`src/sv/lmmr_pkg.sv`:
```
// Shared types and codes for the longest-match multi-pattern replacer.
package lmmr_pkg;

	// Request kinds on the input channel.
	localparam logic [2:0] KIND_PAT_BYTE = 3'd0;
	localparam logic [2:0] KIND_REP_BYTE = 3'd1;
	localparam logic [2:0] KIND_SET_LEN  = 3'd2;
	localparam logic [2:0] KIND_TEXT     = 3'd3;
	localparam logic [2:0] KIND_END      = 3'd4;

	// Sequencer states.
	typedef enum logic [3:0] {
		ST_IDLE,
		ST_SCAN,
		ST_RD,
		ST_CMP,
		ST_RESOLVE,
		ST_ERD,
		ST_EMIT,
		ST_SHIFT,
		ST_FINISH
	} state_t;

	// Table write strobes.
	typedef struct packed {
		logic pat_we;
		logic rep_we;
		logic len_we;
	} tbl_wr_t;

endpackage

```
`src/sv/longest_match_multi_replace.sv`:
```
// Top level: window, match sequencer with a shared byte comparator, and output stage.
// Decision: a text byte that fills the window, or end of text, starts a scan of the slots,
// comparing pattern bytes one by one; the winner's replacement bytes and consumed bytes follow.
// Throughput: one request at a time, stalled while busy; the single byte comparator and the
// one read port of each table memory set the rate. Table writes and non-filling text stay idle.
// Reset: arst_n clears the window count, slot lengths, sequencer and output valid.
module longest_match_multi_replace #(
	parameter int SLOTS   = 8,
	parameter int MAX_PAT = 8,
	parameter int MAX_REP = 8
) (
	input  logic       clk,
	input  logic       arst_n,
	input  logic       src_valid,
	output logic       src_stall,
	input  logic [2:0] kind,
	input  logic [2:0] slot,
	input  logic [2:0] offset,
	input  logic [7:0] value,
	input  logic [3:0] pattern_length,
	input  logic [3:0] replacement_length,
	output logic       dst_valid,
	input  logic       dst_stall,
	output logic [7:0] out_byte,
	output logic       last
);
	import lmmr_pkg::*;

	localparam int SW  = (SLOTS > 1) ? $clog2(SLOTS) : 1;
	localparam int IW  = (MAX_PAT > 1) ? $clog2(MAX_PAT) : 1;
	localparam int JW  = (MAX_REP > 1) ? $clog2(MAX_REP) : 1;
	localparam int PAW = (SLOTS*MAX_PAT > 1) ? $clog2(SLOTS*MAX_PAT) : 1;
	localparam int RAW = (SLOTS*MAX_REP > 1) ? $clog2(SLOTS*MAX_REP) : 1;
	localparam int CW  = $clog2(MAX_PAT+1);
	localparam int RLW = $clog2(MAX_REP+1);

	state_t state_q, state_d;

	logic [7:0]     win_q [MAX_PAT];
	logic [CW-1:0]  cnt_q;
	logic [SW-1:0]  s_q;
	logic [IW-1:0]  i_q;
	logic [JW-1:0]  j_q;
	logic [CW-1:0]  best_len_q;
	logic [SW-1:0]  best_slot_q;
	logic [CW-1:0]  used_q;
	logic [RLW-1:0] rl_q;
	logic           drain_q;
	logic [7:0]     pend_q;
	logic           pend_v_q;
	logic           dst_valid_q;
	logic [7:0]     out_byte_q;
	logic           last_q;

	tbl_wr_t        wr;
	logic [PAW-1:0] wr_pat_addr, pat_raddr;
	logic [RAW-1:0] wr_rep_addr, rep_raddr;
	logic [CW-1:0]  wr_plen;
	logic [RLW-1:0] wr_rlen;
	logic [7:0]     pat_rdata, rep_rdata;
	logic [SW-1:0]  len_slot;
	logic [CW-1:0]  plen;
	logic [RLW-1:0] rlen;

	logic accept, out_free, last_slot, skip_slot, byte_eq, pat_done, new_byte_ok;
	logic [7:0] new_byte;

	assign accept   = src_valid && !src_stall;
	assign out_free = !dst_valid_q || !dst_stall;

	// Table write decode: writes land only while the window is empty.
	always_comb begin
		wr = '0;
		if (accept && cnt_q == '0 && int'(slot) < SLOTS) begin
			wr.pat_we = (kind == KIND_PAT_BYTE) && (int'(offset) < MAX_PAT);
			wr.rep_we = (kind == KIND_REP_BYTE) && (int'(offset) < MAX_REP);
			wr.len_we = (kind == KIND_SET_LEN);
		end
	end

	assign wr_pat_addr = PAW'(int'(slot) * MAX_PAT + int'(offset));
	assign wr_rep_addr = RAW'(int'(slot) * MAX_REP + int'(offset));
	assign wr_plen = (int'(pattern_length) > MAX_PAT) ? CW'(MAX_PAT) : CW'(pattern_length);
	assign wr_rlen = (int'(replacement_length) > MAX_REP) ? RLW'(MAX_REP)
		: RLW'(replacement_length);

	// Read addresses for the shared compare and emit paths.
	assign pat_raddr = PAW'(int'(s_q) * MAX_PAT + int'(i_q));
	assign rep_raddr = RAW'(int'(best_slot_q) * MAX_REP + int'(j_q));
	assign len_slot  = (state_q == ST_RESOLVE) ? best_slot_q : s_q;

	lmmr_tables #(
		.SLOTS(SLOTS), .MAX_PAT(MAX_PAT), .MAX_REP(MAX_REP),
		.SW(SW), .PAW(PAW), .RAW(RAW), .LW(CW), .RLW(RLW)
	) u_tables (
		.clk(clk), .arst_n(arst_n), .wr(wr),
		.wr_pat_addr(wr_pat_addr), .wr_rep_addr(wr_rep_addr),
		.wr_slot(SW'(slot)), .wr_byte(value), .wr_plen(wr_plen), .wr_rlen(wr_rlen),
		.pat_raddr(pat_raddr), .pat_rdata(pat_rdata),
		.rep_raddr(rep_raddr), .rep_rdata(rep_rdata),
		.len_slot(len_slot), .plen(plen), .rlen(rlen)
	);

	// Shared comparator and slot bookkeeping.
	assign last_slot = (int'(s_q) == SLOTS - 1);
	assign skip_slot = (plen == '0) || (plen > cnt_q);
	assign byte_eq   = (win_q[i_q] == pat_rdata);
	assign pat_done  = (int'(i_q) + 1 == int'(plen));
	assign new_byte  = (best_len_q != '0) ? rep_rdata : win_q[0];
	assign new_byte_ok = !pend_v_q || out_free;

	// Next-state logic.
	always_comb begin
		state_d = state_q;
		case (state_q)
			ST_IDLE: begin
				if (accept) begin
					if (kind == KIND_TEXT && int'(cnt_q) + 1 >= MAX_PAT) begin
						state_d = ST_SCAN;
					end else if (kind == KIND_END && cnt_q != '0) begin
						state_d = ST_SCAN;
					end
				end
			end
			ST_SCAN: begin
				if (!skip_slot) begin
					state_d = ST_RD;
				end else if (last_slot) begin
					state_d = ST_RESOLVE;
				end
			end
			ST_RD: state_d = ST_CMP;
			ST_CMP: begin
				if (byte_eq && !pat_done) begin
					state_d = ST_RD;
				end else if (last_slot) begin
					state_d = ST_RESOLVE;
				end else begin
					state_d = ST_SCAN;
				end
			end
			ST_RESOLVE: begin
				if (best_len_q == '0) begin
					state_d = ST_EMIT;
				end else if (rlen == '0) begin
					state_d = ST_SHIFT;
				end else begin
					state_d = ST_ERD;
				end
			end
			ST_ERD: state_d = ST_EMIT;
			ST_EMIT: begin
				if (new_byte_ok) begin
					if (best_len_q != '0 && int'(j_q) + 1 < int'(rl_q)) begin
						state_d = ST_ERD;
					end else begin
						state_d = ST_SHIFT;
					end
				end
			end
			ST_SHIFT: begin
				if (used_q == CW'(1)) begin
					if (drain_q && cnt_q != CW'(1)) begin
						state_d = ST_SCAN;
					end else begin
						state_d = ST_FINISH;
					end
				end
			end
			ST_FINISH: begin
				if (!pend_v_q || out_free) begin
					state_d = ST_IDLE;
				end
			end
			default: state_d = ST_IDLE;
		endcase
	end

	// Output decode.
	always_comb begin
		src_stall = (state_q != ST_IDLE);
		dst_valid = dst_valid_q;
		out_byte  = out_byte_q;
		last      = last_q;
	end

	always_ff @(posedge clk or negedge arst_n) begin
		if (!arst_n) begin
			state_q <= ST_IDLE;
		end else begin
			state_q <= state_d;
		end
	end

	// Sequencer control registers.
	always_ff @(posedge clk or negedge arst_n) begin
		if (!arst_n) begin
			cnt_q       <= '0;
			s_q         <= '0;
			i_q         <= '0;
			j_q         <= '0;
			best_len_q  <= '0;
			best_slot_q <= '0;
			used_q      <= '0;
			rl_q        <= '0;
			drain_q     <= 1'b0;
			pend_v_q    <= 1'b0;
		end else begin
			case (state_q)
				ST_IDLE: begin
					s_q        <= '0;
					best_len_q <= '0;
					drain_q    <= (kind == KIND_END);
					if (accept && kind == KIND_TEXT && int'(cnt_q) < MAX_PAT) begin
						cnt_q <= cnt_q + CW'(1);
					end
				end
				ST_SCAN: begin
					i_q <= '0;
					if (skip_slot && !last_slot) begin
						s_q <= s_q + SW'(1);
					end
				end
				ST_CMP: begin
					if (byte_eq && !pat_done) begin
						i_q <= i_q + IW'(1);
					end else begin
						if (byte_eq && plen >= best_len_q) begin
							best_len_q  <= plen;
							best_slot_q <= s_q;
						end
						if (!last_slot) begin
							s_q <= s_q + SW'(1);
						end
					end
				end
				ST_RESOLVE: begin
					j_q    <= '0;
					rl_q   <= rlen;
					used_q <= (best_len_q == '0) ? CW'(1) : best_len_q;
				end
				ST_EMIT: begin
					if (new_byte_ok) begin
						pend_v_q <= 1'b1;
						j_q      <= j_q + JW'(1);
					end
				end
				ST_SHIFT: begin
					cnt_q      <= cnt_q - CW'(1);
					used_q     <= used_q - CW'(1);
					s_q        <= '0;
					best_len_q <= '0;
				end
				ST_FINISH: begin
					if (out_free) begin
						pend_v_q <= 1'b0;
					end
				end
				default: ;
			endcase
		end
	end

	// Window bytes: written at the fill count, shifted one byte per cycle.
	always_ff @(posedge clk) begin
		if (state_q == ST_IDLE && accept && kind == KIND_TEXT && int'(cnt_q) < MAX_PAT) begin
			win_q[IW'(cnt_q)] <= value;
		end else if (state_q == ST_SHIFT) begin
			for (int k = 0; k < MAX_PAT - 1; k++) begin
				win_q[k] <= win_q[k+1];
			end
		end
	end

	// Pending byte: held back one step so the final byte can carry last.
	always_ff @(posedge clk) begin
		if (state_q == ST_EMIT && new_byte_ok) begin
			pend_q <= new_byte;
		end
	end

	// Output register.
	always_ff @(posedge clk or negedge arst_n) begin
		if (!arst_n) begin
			dst_valid_q <= 1'b0;
		end else if (pend_v_q && out_free && (state_q == ST_EMIT || state_q == ST_FINISH)) begin
			dst_valid_q <= 1'b1;
		end else if (!dst_stall) begin
			dst_valid_q <= 1'b0;
		end
	end

	always_ff @(posedge clk) begin
		if (pend_v_q && out_free && (state_q == ST_EMIT || state_q == ST_FINISH)) begin
			out_byte_q <= pend_q;
			last_q     <= (state_q == ST_FINISH);
		end
	end

	// The window never holds more than MAX_PAT bytes.
	a_cnt_range: assert property (@(posedge clk) disable iff (!arst_n)
		int'(cnt_q) <= MAX_PAT)
		else $error("window count exceeds depth");

	// A winning match never covers more bytes than the window holds.
	a_best_fits: assert property (@(posedge clk) disable iff (!arst_n)
		state_q == ST_RESOLVE |-> best_len_q <= cnt_q)
		else $error("match longer than window");

	// No byte is left pending once the sequencer returns to idle.
	a_pend_idle: assert property (@(posedge clk) disable iff (!arst_n)
		state_q == ST_IDLE |-> !pend_v_q)
		else $error("pending byte lost at idle");

	// Every shift consumes a byte that is present.
	a_shift_ok: assert property (@(posedge clk) disable iff (!arst_n)
		state_q == ST_SHIFT |-> (used_q != '0 && cnt_q != '0))
		else $error("shift with nothing to consume");

endmodule

```
`src/sv/lmmr_tables.sv`:
```
// Pattern and replacement byte memories plus the per-slot length registers.
module lmmr_tables #(
	parameter int SLOTS   = 8,
	parameter int MAX_PAT = 8,
	parameter int MAX_REP = 8,
	parameter int SW      = 3,
	parameter int PAW     = 6,
	parameter int RAW     = 6,
	parameter int LW      = 4,
	parameter int RLW     = 4
) (
	input  logic              clk,
	input  logic              arst_n,
	input  lmmr_pkg::tbl_wr_t wr,
	input  logic [PAW-1:0]    wr_pat_addr,
	input  logic [RAW-1:0]    wr_rep_addr,
	input  logic [SW-1:0]     wr_slot,
	input  logic [7:0]        wr_byte,
	input  logic [LW-1:0]     wr_plen,
	input  logic [RLW-1:0]    wr_rlen,
	input  logic [PAW-1:0]    pat_raddr,
	output logic [7:0]        pat_rdata,
	input  logic [RAW-1:0]    rep_raddr,
	output logic [7:0]        rep_rdata,
	input  logic [SW-1:0]     len_slot,
	output logic [LW-1:0]     plen,
	output logic [RLW-1:0]    rlen
);
	import lmmr_pkg::*;

	logic [7:0]     pat_mem [SLOTS*MAX_PAT];
	logic [7:0]     rep_mem [SLOTS*MAX_REP];
	logic [LW-1:0]  plen_q  [SLOTS];
	logic [RLW-1:0] rlen_q  [SLOTS];

	// Pattern memory: one write and one registered read port.
	always_ff @(posedge clk) begin
		if (wr.pat_we) begin
			pat_mem[wr_pat_addr] <= wr_byte;
		end
		pat_rdata <= pat_mem[pat_raddr];
	end

	// Replacement memory: one write and one registered read port.
	always_ff @(posedge clk) begin
		if (wr.rep_we) begin
			rep_mem[wr_rep_addr] <= wr_byte;
		end
		rep_rdata <= rep_mem[rep_raddr];
	end

	// Length registers start at zero so every slot is unused after reset.
	always_ff @(posedge clk or negedge arst_n) begin
		if (!arst_n) begin
			for (int k = 0; k < SLOTS; k++) begin
				plen_q[k] <= '0;
				rlen_q[k] <= '0;
			end
		end else if (wr.len_we) begin
			plen_q[wr_slot] <= wr_plen;
			rlen_q[wr_slot] <= wr_rlen;
		end
	end

	assign plen = plen_q[len_slot];
	assign rlen = rlen_q[len_slot];

endmodule

```
`config.mk`:
```
export PLATFORM = sky130hd
export DESIGN_NAME = longest_match_multi_replace
export DESIGN_NICKNAME = d
export VERILOG_FILES = /design/src/sv/lmmr_pkg.sv /design/src/sv/longest_match_multi_replace.sv /design/src/sv/lmmr_tables.sv
export SDC_FILE = /design/constraint.sdc
export NUM_CORES = 1
export LEC_CHECK = 0
export BUFFER_PORTS_ARGS = -buffer_cell sky130_fd_sc_hd__buf_2
export CAP_MARGIN = 40
export CORE_MARGIN = 2
export CORE_UTILIZATION = 60
export CTS_CLUSTER_DIAMETER = 150
export DETAILED_ROUTE_END_ITERATION = 6
export GPL_ROUTABILITY_DRIVEN = 0
export PLACE_DENSITY = 0.85
export SETUP_SLACK_MARGIN = 0.4
export SLEW_MARGIN = 0
export SYNTH_ARGS = -nofsm -noshare
export SYNTH_HDL_FRONTEND = slang
export SYNTH_SLANG_ARGS = --single-unit
```
`constraint.sdc`:
```
create_clock -name clk -period 4.85 [get_ports clk]
set_clock_uncertainty 0.1 [all_clocks]
set_input_delay 0.7275 -clock clk [delete_from_list [all_inputs] [get_ports clk]]
set_output_delay 0.7275 -clock clk [all_outputs]
set_load 0.005 [all_outputs]
```
After elaboration in Yosys (flattened, before gate mapping)
Memories as Yosys holds them, arrays and structs flattened. A register that Yosys moved wholly into a read port is not among the register bits.
Index checks and enable logic that the tools add are counted.
{ "word_totals": {"register_bits": 116, "ramBits": 1088, "in_bits": 29, "out_inout_bits": 11, "word_cells": 206, "memories": 3} }
{ "mem_list": {"columns": ["name", "words", "word_bits", "rd", "rd_clocked_by_memory_dff", "write_ports", "line_no", "text"], "rows": [
  ["u_tables.pat_mem", 64, 8, 1, 1, 1, "lmmr_tables.sv:31", "logic [7:0] pat_mem [SLOTS*MAX_PAT];"],
  ["u_tables.rep_mem", 64, 8, 1, 1, 1, "lmmr_tables.sv:32", "logic [7:0] rep_mem [SLOTS*MAX_REP];"],
  ["win_q", 8, 8, 9, 0, 7, "longest_match_multi_replace.sv:39", "logic [7:0] win_q [MAX_PAT];"]
]} }
{ "classes": {"addsub": 12, "n_lt_le_gt_ge": 10, "eq_ne": 31, "mux": 62, "bitwise": 3, "n_reduce_logical": 54} }
{ "ops": {"columns": ["op", "n"], "rows": [
  ["4-bit 2-to-1 mux", 20],
  ["32-bit bitwise mux", 2],
  ["4-bit one-hot mux with 9 select lines", 1],
  ["3-bit 2-to-1 mux", 10],
  ["4-bit binary-select mux with 3-bit select", 2],
  ["4-bit one-hot mux with 2 select lines", 3],
  ["2-bit != test, second input constant", 11],
  ["4-bit logical NOT", 5],
  ["6-bit by 3-bit adder with 6-bit output", 3],
  ["1-bit logical AND", 18],
  ["4-bit by 3-bit equality test with 1-bit output, second input constant", 4],
  ["8-bit 2-to-1 mux", 2],
  ["1-bit 2-to-1 mux", 14],
  ["4-bit demux with 3-bit select", 1],
  ["3-bit one-hot mux with 2 select lines", 2],
  ["2-bit nonzero test", 6],
  ["4-bit nonzero test", 3],
  ["3-bit by 1-bit adder with 3-bit output, second input constant", 3],
  ["3-bit one-hot mux with 3 select lines", 1],
  ["3-bit AND reduction", 3],
  ["3-bit by 1-bit adder with 4-bit output, second input constant", 2],
  ["4-bit by 1-bit equality test with 1-bit output, second input constant", 2],
  ["4-bit by 2-bit equality test with 1-bit output, second input constant", 2],
  ["8-bit equality test", 1],
  ["other kinds (32)", 51]
]} }

Longest topological paths before layout
Gate-level depths: netlist of the first run.
{ "depth": {"depth_word": 11, "mapped_depth": 18, "depth_no_buf": 16} }

Hierarchy
Synthesis of the first run repeated with hierarchy kept, for this count alone.
{ "unflattened": {"cells_unflattened": 2603, "hier_area_um2": 49168.4} }
{ "by_module_without_submodules": {"columns": ["module", "n_inst", "cells_each", "area_each_um2", "seq_area_each_um2"], "rows": [
  ["lmmr_tables", 1, 2027, 43051.3, 32671.3],
  ["longest_match_multi_replace", 1, 576, 6117.1, 3308.2]
]} }

Worst setup path before layout of the first run
Ideal clock, no wire load.
{ "synth_timing": {"path_kind": "register -> register", "startpoint": "register state_q[1]", "endpoint": "register s_q[0]", "setup_ps": 127, "t_arrival_ps": 3757, "required_ps": 4623, "setup_slack_ps": 865, "stages_incl_launch_ff": 19, "n_path_buf": 2, "period_less_slack_ps": 3985, "path_cell_list": "dfrtp_1 or4b_1 buf_4 mux2i_4 buf_8 mux2i_1 a22oi_1 nand2_1 inv_1 ha_1 nor2b_1 o21ai_0 nand2b_1 a21oi_1 a41oi_1 a41oi_1 nor3b_1 nor4_2 mux2_1"} }
{ "synth_via": {"elab_chain_cells": 11, "elab_cells_between_ends": 24, "cone_classes": "order compare (1); eq/ne (8); mux (5); bitwise (1); reduce/logical (9)"} }
{ "synth_lines": {"columns": ["element", "line_no", "text"], "rows": [
  ["from (decl)", "longest_match_multi_replace.sv:37", "state_t state_q, state_d;"],
  ["from (signal assigned)", "longest_match_multi_replace.sv:191", "state_q <= state_d;"],
  ["4-bit by 3-bit equality test with 1-bit output", "longest_match_multi_replace.sv:90", "assign len_slot = (state_q == ST_RESOLVE) ? best_slot_q : s_q;"],
  ["3-bit 2-to-1 mux", "longest_match_multi_replace.sv:90", null],
  ["3-bit NOT with 4-bit output (implied by the code)", "lmmr_tables.sv:65", "assign plen = plen_q[len_slot];"],
  ["4-bit binary-select mux with 3-bit select", "lmmr_tables.sv:65", null],
  ["4-bit 2-to-1 mux (implied by the code) (2 in a row)", "lmmr_tables.sv:65", null],
  ["4-bit > comparator (tied with other cells)", "longest_match_multi_replace.sv:106", "assign skip_slot = (plen == '0) || (plen > cnt_q);"],
  ["1-bit logical OR or 1-bit logical NOT (tied branches)", "longest_match_multi_replace.sv:106, longest_match_multi_replace.sv:225", null],
  ["1-bit logical AND (on tied branches)", "longest_match_multi_replace.sv:220, longest_match_multi_replace.sv:225", null],
  ["2-bit != test (no line)", null, null],
  ["4-bit AND reduction (no line)", null, null],
  ["to (signal assigned)", "longest_match_multi_replace.sv:221", "s_q <= s_q + SW'(1);"],
  ["to (signal assigned)", "longest_match_multi_replace.sv:233", "s_q <= s_q + SW'(1);"],
  ["to (decl)", "longest_match_multi_replace.sv:41", "logic [SW-1:0] s_q;"]
]} }
Parallel ways exist; a longest one is shown, timed or not. The select of a mux whose other input is x is not followed.
A chain may end at the register's enable or synchronous reset.

Worst setup path after layout of the first run
{ "layout_timing": {"startpoint": "register state_q[3]", "endpoint": "register s_q[0]"} }
Same word-level chain as after synthesis.

==> results.ini, run 1 <==
[outcome]
status=complete, but fails checks
violations=design-rule violations

[global_routing]
grt_first_pass_wirelength_microns=181000
grt_usage_pct=29.2
first_global_vias=27473
grt_max_degree=83
antenna_found_initial=10
globalRoute.totalOverflow=0

[critical_path]
r2r_end=s_q[0]
arrival_ns=4.84
critPathKind=reg2reg
worstPathRequired_ns=5.30
endpoint_kind=register
reg2reg_from=state_q[3]
r2r_cells=18
startpoint_type=register
rrSetupSlack_ns=0.46
worst-path-max-fanout=10

[routing]
wl_met1_microns=41800
wl_met3_microns=13700
ant_nets=0
topRoutingLayerUsed=met5
via_per_inst=6.91
wl_microns=121000
route.met2.wl_microns=59800
drt-pass1-iter-count=7
avgRoutedWirePerCell_microns=31.0
drc_errors=2
drt-initial-drc-count=4266
vias=27090

[die]
die_area_sq_um=84000
fp.dieH_microns=290
core_sq_um=80700
start_util_pct=60.8
pin_count=40
rows=104
dieWidth_microns=290

[power_and_ir_drop]
p_switching_mw=6.61
netSwitchingFraction_pct=26.6
irDropWorstVdd_mv=0.466
pwr-share-seq_pct=48.2
power_density_nw_per_um2=457
power.internal_mw=18.2
power_leakage_nw=17.4
p_comb_share_pct=17.2
clkPwrFrac_pct=34.6

[logic_synthesis]
yosysTopAreaCell=edfxtp_1
syn_inst=2675
synth_fp_nets=2725
yosys_warnings=0
synth_flop_cell=edfxtp_1
synth_area_leaders=edfxtp_1, mux4_2, dfrtp_1
synth_edf_count=1105
ys_ff_latch=1220
synth.distinct_cells=65
seq_area_frac_synth_pct=73.4
syn_avg_cell_area_sq_um=18.3
async_reset_ff_share_pct=8.11
syn_area_sq_um=49000
netlist.area_leader.share_pct=67.7

[timing]
finalSetupViolations=0
max_slew.worst_pin.slew_ns=0.963
fmax_ghz=0.228
fin_crit_ns=4.39
slew_headroom_pct=35.6
final-max-slew-violation-count=0
min_period_over_period_pct=90.5
finalHoldViolations=0
rsz0062_at_grt=true
fin_ws_ns=0.460
final.setup.tns_ns=0

[cells_and_area]
layout_commonest_cell=edfxtp_1
drive_gt1_share_pct=22.2
nets=2812
areaGrowthSynthToFinish_pct=11.0
layout_common_cells=edfxtp_1, mux4_2, nand2_1, nor2_1, mux2i_1
finalNonFillerCells=3922

[cts]
cts.sinks=1220
clk_latency_ns=0.71
cts.htree.levels=3
root_buffer=clkbuf_16
clock_path_buffers=3
cts_hold_buf=0
cts_buffers=114
cts_tree=built
path_clk_slew_ns=0.06

[flow_run]
drv_cap=0

[place]
post-dp-hpwl_microns=71000
dp.cells=3699
pre_cts_ws_ns=0.328
place.port_buffers=39

[min_path]
hold_path_class=in2async

-- power groups by stage --
stage          clock network, mW  logic (mW)  registers, mW
2_1_floorplan                  0        2.84           11.9
3_3_place_gp                   0        3.79           12.2
3_5_place_dp                   0        3.96           12.2
4_1_cts                     8.62        4.14           12.0
5_1_grt                     9.01        4.47           12.0
6_report                    8.60        4.28           12.0
-- registers in the layout (all words and copies together) (netlist names), 3 cells and up --
name / cells
u_tables.pat_rdata: 8
u_tables.plen_q: 32
best_len_q: 4
state_q: 4
s_q: 3
win_q: 64
rl_q: 4
u_tables.rlen_q: 32
pend_q: 8
u_tables.rep_rdata: 8
u_tables.pat_mem: 512
cnt_q: 4
u_tables.rep_mem: 512
i_q: 3
out_byte: 8
best_slot_q: 3
j_q: 3
used_q: 4
-- Yosys cell counts (16+ instances only) --
master,count
mux2i_1,164
buf_1,50
nand2_1,220
a21oi_1,46
o21ai_0,72
nand2b_1,20
mux4_2,264
dfrtp_1,99
mux2_2,49
nor2_1,221
ha_1,21
dfxtp_1,16
clkbuf_1,91
inv_1,23
o22ai_1,32
o221ai_1,34
edfxtp_1,1105
-- what timing repair did --
item / in CTS / in global routing
setup buffers: 2 / 3
endpoints found under the setup margin: 4 / 166
pin swaps: 1 / 1
gates resized for setup: 1 / 32
-- cell families after synthesis --
family | synth area share (%)
multiplexers | 16.8
AO/OA/AOI/OAI | 2.91
buffers and inverters | 1.35
XOR/XNOR | 0.332
adder cells (fa/ha/maj) | 0.536
flip-flops | 73.4
AND/OR/NAND/NOR | 4.70
-- worst max-delay path by stage --
| stage | start | cells after the start | slack, ns | to |
|---|---|---|---|---|
| floorplan | state_q[1] | 18 | 0.87 | s_q[0] |
| global placement | state_q[3] | 16 | 0.44 | s_q[0] |
| detailed placement | state_q[3] | 16 | 0.33 | s_q[0] |
| CTS | state_q[3] | 16 | 0.28 | s_q[0] |
| global route | state_q[3] | 18 | 0.28 | s_q[0] |
| finish | state_q[3] | 18 | 0.46 | s_q[0] |
-- cell type report --
| type | count | area (sq um) |
|---|---|---|
| tap | 1060 | 1330 |
| inverter | 25 | 93.8 |
| fill | 4641 | 26200 |
| multi-input combinational | 1285 | 12500 |
| antenna | 7 | 17.5 |
| clock buffer | 144 | 2990 |
| clock inverter | 65 | 548 |
| timing repair buffer | 116 | 938 |
| sequential | 1220 | 36000 |
-- metrics by stage --
| stage | utilization, % | total power, mW | area [sq um] | hold WS, ns |
|---|---|---|---|---|
| detailed placement | 62.8 | 16.1 | 50700 | 0.305 |
| global placement | 62.6 | 16.0 | 50500 | 0.304 |
| global route | 67.5 | 25.5 | 54400 | 0.101 |
| CTS | 67.2 | 24.7 | 54200 | 0.0338 |
| finish | 67.5 | 24.9 | 54400 | 0.0439 |
| floorplan | - | 14.8 | 49000 | 0.300 |
-- routing by layer --
layer  vias to the layer above  global-route usage [%]
met1                     13638                    38.6
met2                      2202                    47.8
li1                      10817                       -
met3                       425                    5.68
met4                         8                    13.5
met5                         -                       0
-- worst max-delay path, stage by stage (launching register included) --
cell and delay (ns):
dfrtp_1 0.47, or4b_4 0.60, mux2i_4 0.22, buf_12 0.16
mux2i_1 0.23, a22oi_1 0.10, nand2_1 0.18, inv_1 0.10
ha_1 0.30, nor2b_1 0.14, o21ai_0 0.16, nand2b_1 0.09
a21oi_1 0.16, a41oi_1 0.07, a41oi_2 0.30, nor3b_2 0.29
nor4_2 0.08, buf_4 0.16, mux2_1 0.32
Power figures use the tool's default switching activity.
==> inputs of run 2 (changes only) <==
--- a/config.mk
+++ b/config.mk
@@ -9,10 +9,12 @@
 export CAP_MARGIN = 40
 export CORE_MARGIN = 2
 export CORE_UTILIZATION = 60
+export CTS_BUF_LIST = sky130_fd_sc_hd__clkbuf_8
 export CTS_CLUSTER_DIAMETER = 150
 export DETAILED_ROUTE_END_ITERATION = 6
 export GPL_ROUTABILITY_DRIVEN = 0
 export PLACE_DENSITY = 0.85
+export REMOVE_ABC_BUFFERS = 1
 export SETUP_SLACK_MARGIN = 0.4
 export SLEW_MARGIN = 0
 export SYNTH_ARGS = -nofsm -noshare
==> run 2 against run 1 <==
  * Die area stayed put
  * First-iteration DRC count is 12% lower
  * Flip-flop and latch count stayed put
  * Critical path depth is 1 lower
  * The run now ends clean
  * Via count is 1.0% lower
==> results.ini, run 2 (same netlist as run 1, synthesis figures left out) <==
[outcome]
status=complete, no violations

[routing]
topRoutingLayerUsed=met5
vias=26814
route.met2.wl_microns=56400
drt-initial-drc-count=3769
drc_errors=0
avgRoutedWirePerCell_microns=28.4
wl_met3_microns=12200
ant_nets=0
wl_met1_microns=42100
via_per_inst=6.62
drt-pass1-iter-count=6
wl_microns=115000

[timing]
max_slew.worst_pin.slew_ns=1.02
min_period_over_period_pct=87.9
fin_crit_ns=4.27
fin_ws_ns=0.585
fmax_ghz=0.234
finalHoldViolations=0
rsz0062_at_grt=false
final-max-slew-violation-count=0
slew_headroom_pct=32.2
finalSetupViolations=0

[cells_and_area]
areaGrowthSynthToFinish_pct=10.6
layout_common_cells=edfxtp_1, mux4_2, nor2_1, nand2_1, clkbuf_8
fillers=4838
final_area_sq_um=54300
finalNonFillerCells=4050
nets=2890
reg_top3=u_tables.pat_mem x512, u_tables.rep_mem x512, win_q x64
drive_gt1_share_pct=23.5
layout_commonest_cell=edfxtp_1

[cts]
cts_buffers=182
clk_latency_ns=0.85
root_buffer=clkbuf_8
cts_tree=built
cts.htree.levels=4
path_clk_slew_ns=0.06
clock_path_buffers=3
cts.sinks=1220

[global_routing]
grt_max_degree=102
grt_first_pass_wirelength_microns=171000
globalRoute.totalOverflow=0
antenna_found_initial=6
grt_usage_pct=27.5
first_global_vias=27199

[min_path]
hp-start=kind[2]
hold_path_end=drain_q
hold_depth=3
hold_path_class=in2reg

[die]
rows=104
fp.dieH_microns=290
dieWidth_microns=290
core_sq_um=80700
die_area_sq_um=84000
start_util_pct=60.8
pin_count=40

[place]
place.port_buffers=39
pre_cts_ws_ns=0.138
place_area_sq_um=50700
post-dp-hpwl_microns=71600
dp.cells=3695

[critical_path]
critPathKind=reg2reg
worstPathRequired_ns=5.50
endpoint_kind=register
reg2reg_from=state_q[3]
r2r_cells=17
arrival_ns=4.92
startpoint_type=register
worst-path-max-fanout=12
rrSetupSlack_ns=0.58
r2r_end=s_q[2]

[power_and_ir_drop]
power_density_nw_per_um2=440
irDropWorstVdd_mv=0.326
power_leakage_nw=17.6
p_total_mw=23.9

[flow_run]
drv_cap=0

[run 2: cell count changes in the layout (fill, tap and decap cells not counted), moves of 4 or more]
cell and delta:
nor2_1 +20, nor2_2 -18, clkbuf_1 -29, clkbuf_16 -115, inv_1 +65, bufinv_16 -5
diode_2 -6, clkinv_8 +4, clkinv_1 +8, clkinv_2 +8, buf_4 +6, clkbuf_8 +189
[run 2: worst max-delay path: stages (launching register included)]
cell and delay (ns):
dfrtp_2 0.43, or4b_4 0.62, mux2i_4 0.28, buf_6 0.22
mux2i_1 0.25, a22oi_1 0.14, nand2_2 0.16, inv_1 0.09
ha_1 0.32, o21ai_0 0.09, nand2b_1 0.08, a21oi_1 0.10
a41oi_2 0.22, a41oi_2 0.08, nor3b_2 0.20, nor4_2 0.39
buf_4 0.19, mux2i_1 0.20
[run 2: metal layers]
metal / vias to the layer above / global-route usage, %
li1: 10985 / -
met1: 13700 / 36.9
met2: 1819 / 44.2
met3: 300 / 6.20
met4: 10 / 11.3
met5: - / 0
[run 2: timing repair]
item / CTS / global route
cloned: 0 / 0
pin swaps: 1 / 3
setup endpoints to repair: 6 / 7
hold buffers: 2 / 1
buffers inserted: 0 / 14
endpoints found under the hold margin: 51 / 3
gates resized for setup: 3 / 9
[run 2: report_power, final]
group	leakage, nW	switching (mW)	internal (mW)	total, mW
Clock	1.95	3.94	3.76	7.69
Combinational	4.28	2.32	1.88	4.19
Sequential	11.4	0.323	11.6	12.0
[run 2: worst max-delay path by stage]
stage | cells past startpoint | slack, ns | from | end
3_3_place_gp | 16 | 0.42 | state_q[3] | s_q[0]
2_1_floorplan | 8 | -5.08 | i_q[0] | i_q[0]
3_5_place_dp | 16 | 0.14 | state_q[3] | s_q[0]
4_1_cts | 16 | 0.46 | state_q[3] | s_q[0]
5_1_grt | 18 | 0.36 | state_q[3] | s_q[2]
6_report | 17 | 0.58 | state_q[3] | s_q[2]
[run 2: area by class of cell]
class | instances | area, sq um | area share, %
multi-input cells | 1285 | 12500 | 23.0
well taps | 1060 | 1330 | 2.44
clock inverters | 144 | 741 | 1.37
repair buffers | 126 | 1030 | 1.90
clock buffers | 189 | 2600 | 4.79
diodes | 1 | 2.50 | 0.00461
flip-flops and latches | 1220 | 36000 | 66.4
inverters | 25 | 93.8 | 0.173
[run 2: metrics by stage]
step / hold WS [ns] / util [%] / setup TNS [ns]
floorplan: 0.300 / - / -127.01
global placement: 0.312 / 62.6 / 0
detailed placement: 0.305 / 62.8 / 0
CTS: 0.0589 / 67.0 / 0
global route: 0.105 / 67.3 / 0
finish: 0.104 / 67.3 / 0
